--- src/rtl/dnmd_pkg.sv ---
// ---------------------------------------------------------------------------
// dnmd_pkg: shared types and constants
// command word between controller and datapath
// ---------------------------------------------------------------------------
`default_nettype none
package dnmd_pkg;
  localparam int MaxPoints = 65536;
  localparam int CountW = $clog2(MaxPoints + 1);
  localparam int OutCountW = 17;
  localparam logic [1:0] CfgCx = 2'd0;
  localparam logic [1:0] CfgCy = 2'd1;
  localparam logic [1:0] CfgCz = 2'd2;
  localparam logic [1:0] CfgRad = 2'd3;

  typedef struct packed {
    logic accum;      // run the disc test and accumulate
    logic fin_start;  // latch sums and begin the divide/sqrt pass
    logic div_step;   // one bit of the mean divides
    logic sq_load;    // load the root radicand from the finished means
    logic sq_step;    // one step of the square root
    logic nd_step;    // one bit of the normalise divides
    logic clear;      // clear sums and count
  } cmd_t;
endpackage
`default_nettype wire

--- src/rtl/dnmd_ctrl.sv ---
// ---------------------------------------------------------------------------
// dnmd_ctrl: sequencer
// steps the finishing pass for the last word of a set
// ---------------------------------------------------------------------------
`default_nettype none
module dnmd_ctrl (
  input  wire logic clk,
  input  wire logic rst,
  input  wire logic in_fire,
  input  wire logic in_last,
  input  wire logic out_busy,
  input  wire logic out_take,
  output logic in_stall,
  output logic out_load,
  output dnmd_pkg::cmd_t cmd
);
  typedef enum logic [2:0] {S_RUN, S_DIV, S_SQ, S_ND, S_OUT} state_t;
  state_t state;
  logic [5:0] cnt;

  assign in_stall = (state != S_RUN) || out_busy;
  assign out_load = (state == S_OUT) && (!out_busy || out_take);

  always_comb begin
    cmd = '0;
    cmd.accum = in_fire;
    cmd.fin_start = in_fire && in_last;
    cmd.div_step = state == S_DIV;
    cmd.sq_load = (state == S_SQ) && (cnt == 6'd0);
    cmd.sq_step = (state == S_SQ) && (cnt != 6'd0);
    cmd.nd_step = state == S_ND;
    cmd.clear = out_load;
  end

  always_ff @(posedge clk) begin
    if (rst) begin
      state <= S_RUN;
      cnt <= '0;
    end else begin
      unique case (state)
        S_RUN: if (in_fire && in_last) begin
          state <= S_DIV;
          cnt <= 6'd0;
        end
        S_DIV: begin
          cnt <= cnt + 6'd1;
          if (cnt == 6'd31) begin
            state <= S_SQ;
            cnt <= 6'd0;
          end
        end
        S_SQ: begin
          cnt <= cnt + 6'd1;
          if (cnt == 6'd24) begin
            state <= S_ND;
            cnt <= 6'd0;
          end
        end
        S_ND: begin
          cnt <= cnt + 6'd1;
          if (cnt == 6'd39) state <= S_OUT;
        end
        S_OUT: if (out_load) state <= S_RUN;
        default: state <= S_RUN;
      endcase
    end
  end
endmodule
`default_nettype wire

--- config.mk ---
export PLATFORM = sky130hd
export DESIGN_NAME = dnmd_ctrl
export DESIGN_NICKNAME = d
export VERILOG_FILES = /design/src/rtl/dnmd_pkg.sv /design/src/rtl/dnmd_ctrl.sv
export SDC_FILE = /design/constraint.sdc
export NUM_CORES = 1
export LEC_CHECK = 0
export BUFFER_PORTS_ARGS = -buffer_cell sky130_fd_sc_hd__buf_2
export CAP_MARGIN = 40
export CELL_PAD_IN_SITES_DETAIL_PLACEMENT = 0
export CELL_PAD_IN_SITES_GLOBAL_PLACEMENT = 1
export CORE_AREA = 5 5 47 49
export CTS_BUF_LIST = sky130_fd_sc_hd__clkbuf_8
export DETAILED_ROUTE_END_ITERATION = 7
export DIE_AREA = 0 0 52 54
export HOLD_SLACK_MARGIN = 0.1
export PLACE_DENSITY = 0.87
export SYNTH_ARGS = -nofsm -noshare
export SYNTH_HDL_FRONTEND = slang
export SYNTH_SLANG_ARGS = --single-unit
--- constraint.sdc ---
create_clock -name clk -period 1.55 [get_ports clk]
set_input_delay 0.0775 -clock clk [delete_from_list [all_inputs] [get_ports clk]]
set_output_delay 0.0775 -clock clk [all_outputs]
set_load 0.03 [all_outputs]
# Yosys cells after proc, flatten, opt, wreduce, memory -nomap -nowiden
# Cells that the tools add are included.
dict set report op_classes {
  addsub 1
  eq_ne 12
  muxes 10
  reduce_logical 14
}
# op n
set ops {}
lappend ops {{$pmux W6 S4} 1}
lappend ops {{$mux W6} 3}
lappend ops {{$mux W3} 5}
lappend ops {{$pmux W3 S5} 1}
lappend ops {{$eq A6 B5 Y1 const B} 2}
lappend ops {{$add A6 B1 Y6 const B} 1}
lappend ops {{$eq A3 B2 Y1 const B} 2}
lappend ops {{$eq A6 B6 Y1 const B} 1}
lappend ops {{$logic_not A6 Y1} 1}
lappend ops {{$ne A2 B1 Y1 const B} 3}
lappend ops {{$reduce_bool A6 Y1} 1}
lappend ops {{$reduce_and A5 Y1} 1}
lappend ops {{$logic_and A1 B1 Y1} 4}
lappend ops {{$ne A2 B2 Y1 const B} 2}
lappend ops {{$reduce_bool A4 Y1} 1}
lappend ops {{$eq A3 B1 Y1 const B} 1}
lappend ops {{$eq A3 B3 Y1 const B} 1}
lappend ops {{$logic_not A3 Y1} 1}
lappend ops {{$reduce_bool A3 Y1} 1}
lappend ops {{$logic_or A1 B1 Y1} 2}
lappend ops {{$reduce_and A2 Y1} 1}
lappend ops {{$logic_not A1 Y1} 1}
dict set report totals {
  regBits 9
  output_inout_bits 9
}

# Depth between registers and ports, before layout
dict set report depth {
  depth_word 5
  depth_mapped 7
  depth_no_buf 6
}

# Least setup slack after synthesis
# OpenSTA, ideal clock, no wires.
dict set report synth_timing {
  path_type {flip-flop to output port}
  startpoint {register state[0]}
  endpoint {output port cmd[0] (netlist name)}
  arrival_time_ns 1.824
  t_required_ns 1.472
  path_slack_ns -0.351
  stages_incl_launch_ff 5
  path_buffers 2
  path_cell_list {dfxtp_1 -> buf_4 -> or2_2 -> nor3b_1 -> buf_4}
}
dict set report synth_via {
  elab_chain_cells 2
}
# element line
set synth_lines {}
lappend synth_lines {{start: declaration} dnmd_ctrl.sv:18} ;# state_t state;
lappend synth_lines {{start signal: assignment} dnmd_ctrl.sv:37} ;# state <= S_RUN;
lappend synth_lines {{start signal: assignment} dnmd_ctrl.sv:42} ;# state <= S_DIV;
lappend synth_lines {{start signal: assignment} dnmd_ctrl.sv:48} ;# state <= S_SQ;
lappend synth_lines {{$eq A3 B3 Y1} dnmd_ctrl.sv:22} ;# assign out_load = (state == S_OUT) && (!out_busy || out_take);
lappend synth_lines {{$logic_and A1 B1 Y1} dnmd_ctrl.sv:22}
lappend synth_lines {{end: declaration} dnmd_ctrl.sv:15} ;# output dnmd_pkg::cmd_t cmd
# Every way passes these cells.

==> results by group <==
STA
  • Measured slew at the worst slew-check pin: 0.309 ns
  • Setup Viol. Count Final: 3
  • Fin crit share: 1.06
  • Slew HR: 0.793
  • Final slew viol count: 0
  • Fin Clk Skew: 0.00499 ns
  • Minimum hold slack: 0.122 ns
  • Fin crit period: 1.64 ns
  • Unrepaired setup endpoints after global routing: true
  • Setup WS post-layout: -0.0897 ns
  • Setup TNS: -0.136 ns
  • Final Hold Viols: 0
  • Highest clock rate: 610 MHz

Synthesis
  • Distinct cell type count after synthesis: 35
  • Ys Warns: 0
  • Predominant post-synthesis flop cell: dfxtp_1
  • Net count after synthesis: 90
  • Synth Register Bits: 9
  • Seq/Total Area, Yosys: 0.277
  • Asr flop ratio synth: 0
  • Synthesized area per cell: 7.93 um^2
  • Mapped Area: 651 um^2
  • Post-Syn Instances: 82
  • Post-synth EDFFs: 0

Clock tree
  • CTS tree: yes
  • Root Driver: clkbuf_8
  • CTS Buffer Depth: 2
  • Num CTS Buffers: 3
  • Clk_lat worst skew: 0.23 ns
  • CTS H-Tree Depth: 1
  • Sink Count: 9
  • Cts-stage hold buffer count: 0
  • Reg clk slew, reported paths: 0.05 ns

Placed design
  • Setup Slack @ Placement: 0.0502 ns
  • GP Congestion: 0.777
  • Hpwl dp: 1.13 mm
  • Dpl cell area: 726 um^2
  • Port bufs: 14

Setup path
  • Setup crit end kind: output pin
  • Family with the most delay on the worst path: simple AND/OR/NAND/NOR gates
  • Crit path launch: cnt[0]$_SDFFE_PP0P_
  • Origin of the critical flop-to-flop path: cnt[0]$_SDFFE_PP0P_
  • Crit path kind: reg -> out
  • FF-to-FF path depth: 6
  • Reg-to-Reg End: state[0]$_SDFFE_PP0P_
  • CP Depth: 6
  • Worst Path Arrival: 1.56 ns
  • CP bufs+invs: 2
  • R2R setup slack: 0.04 ns
  • Critical-path top delay cell: or4_4
  • Worst setup endpoint: cmd[2]
  • CP peak stage delay: 0.42 ns
  • Setup crit start kind: register
  • CP required: 1.47 ns
  • Crit path cell chain: inv_2, ha_1, nand2b_1, or4_4, nor3b_2, buf_4
  • Largest fanout on the critical path: 2

Power
  • Worst vdd ir: 0.357 mV
  • P per Cell Area: 741 nW/um^2
  • Leakage: 0.314 nW

Global routing
  • First-pass GRT wire length: 2.41 mm
  • Initial antenna violation count: 0
  • Overall Global Routing Usage: 0.113
  • Largest net degree at the start of global routing: 11
  • Total gr overflow: 0
  • Number of global-route vias before repair: 565

Finish
  • Layout cells sized above 1: 0.433
  • Fillers: 186
  • Nets@finish: 106
  • Most frequent cells in the layout: buf_2, nand2_1, buf_4
  • Util after Layout: 0.446
  • Area Overhead vs Synth: 24.8%
  • Inserted Diodes: 0
  • Finished Cell Area: 812 um^2
  • Most common cell after layout, fill and taps aside: buf_2

Detailed routing
  • Drt initial violations: 17
  • Routed len/inst: 12.3 um
  • Vias: 640
  • DRT Wirelength: 1.52 mm
  • First-pass detailed-route iteration total: 4
  • Vias per inst: 5.16
  • Final ANT Viol Nets: 0
  • # DRC: 0

Status
  • Failing checks: setup timing
  • Status: finished, violations left

Min path
  • Hold crit path type: in -> reg

Flow run
  • Max-cap violations: 0

Die
  • Die X: 52 um
  • Row cnt: 16
  • Initial Util: 0.357
  • Number of I/O pins: 15
  • Core area: 1820 um^2
  • Die area: 2810 um^2
  • Die Y-Extent: 54 um
## stage by stage
stage	power, mW	cells
floorplan	0.310	82
global placement	0.321	117
detailed placement	0.323	117
CTS	0.603	124
global route	0.627	124
finish	0.602	124
## final cells by class
type	instances	area [um^2]	area share
Multi-Input combinational cell	62	424	0.522
Sequential cell	9	184	0.227
Timing Repair Buffer	19	113	0.139
Clock buffer	3	41.3	0.0508
Tap cell	27	33.8	0.0416
Inverter	3	11.3	0.0139
Clock inverter	1	5.00	0.00616
## sequential cells by signal, summed over array words and instances (netlist names)
name and cells:
cnt 6, state 3
## what timing repair did
item,in CTS,in global routing
buffers inserted,3,0
resized for setup,8,0
setup endpoints to repair,3,6
pin swaps,1,1
## metal layers
layer  vias to the layer above  wire length (um)  track usage
li1                        325                 -            -
met2                        22               770        0.197
met5                         -                 0            0
met4                         0                 8       0.0524
met3                         2               114       0.0194
met1                       291               626        0.134
## power by group
group,internal (mW),leakage [nW],switching [mW]
clock,0.176,0.0255,0.101
sequential,0.236,0.0741,0.00520
combinational,0.0326,0.215,0.0510
total,0.444,0.314,0.157
## how the worst min path moves through the flow
stage,depth (start not counted),slack [ns],endpoint,from
2_1_floorplan,1,0.29,cmd[6],in_fire
3_5_place_dp,2,0.38,cnt[1]$_SDFFE_PP0P_,rst
4_1_cts,2,0.13,cnt[1]$_SDFFE_PP0P_,rst
5_1_grt,2,0.14,cnt[0]$_SDFFE_PP0P_,rst
6_report,2,0.12,cnt[0]$_SDFFE_PP0P_,rst
3_3_place_gp,2,0.38,cnt[0]$_SDFFE_PP0P_,rst
## Yosys cell counts, types with 2 or more instances
library cell | instances | share of area
a21oi_1 | 4 | 0.031
a31oi_1 | 3 | 0.029
buf_4 | 3 | 0.035
buf_6 | 2 | 0.035
dfxtp_1 | 9 | 0.28
ha_1 | 2 | 0.038
inv_1 | 3 | 0.017
nand2_1 | 9 | 0.052
nand2b_1 | 3 | 0.029
nand3_1 | 4 | 0.031
nand4_1 | 4 | 0.038
nand4b_1 | 2 | 0.027
nor2_1 | 5 | 0.029
nor3_1 | 3 | 0.023
nor3b_1 | 2 | 0.023
or2_2 | 3 | 0.029
or3_1 | 2 | 0.019
or4_1 | 2 | 0.023
## logic make-up (layout without fill, tap and decap cells)
| kind of cell | after synthesis | after routing | synth area share |
|---|---|---|---|
| AOI/OAI and AO/OA | 13 | 13 | 0.154 |
| adders and majority gates | 2 | 2 | 0.0385 |
| buffers and inverters | 11 | 26 | 0.108 |
| DFF | 9 | 9 | 0.277 |
| and+or+nand+nor | 47 | 47 | 0.423 |
No activity file was read; power rests on OpenSTA's default activity.
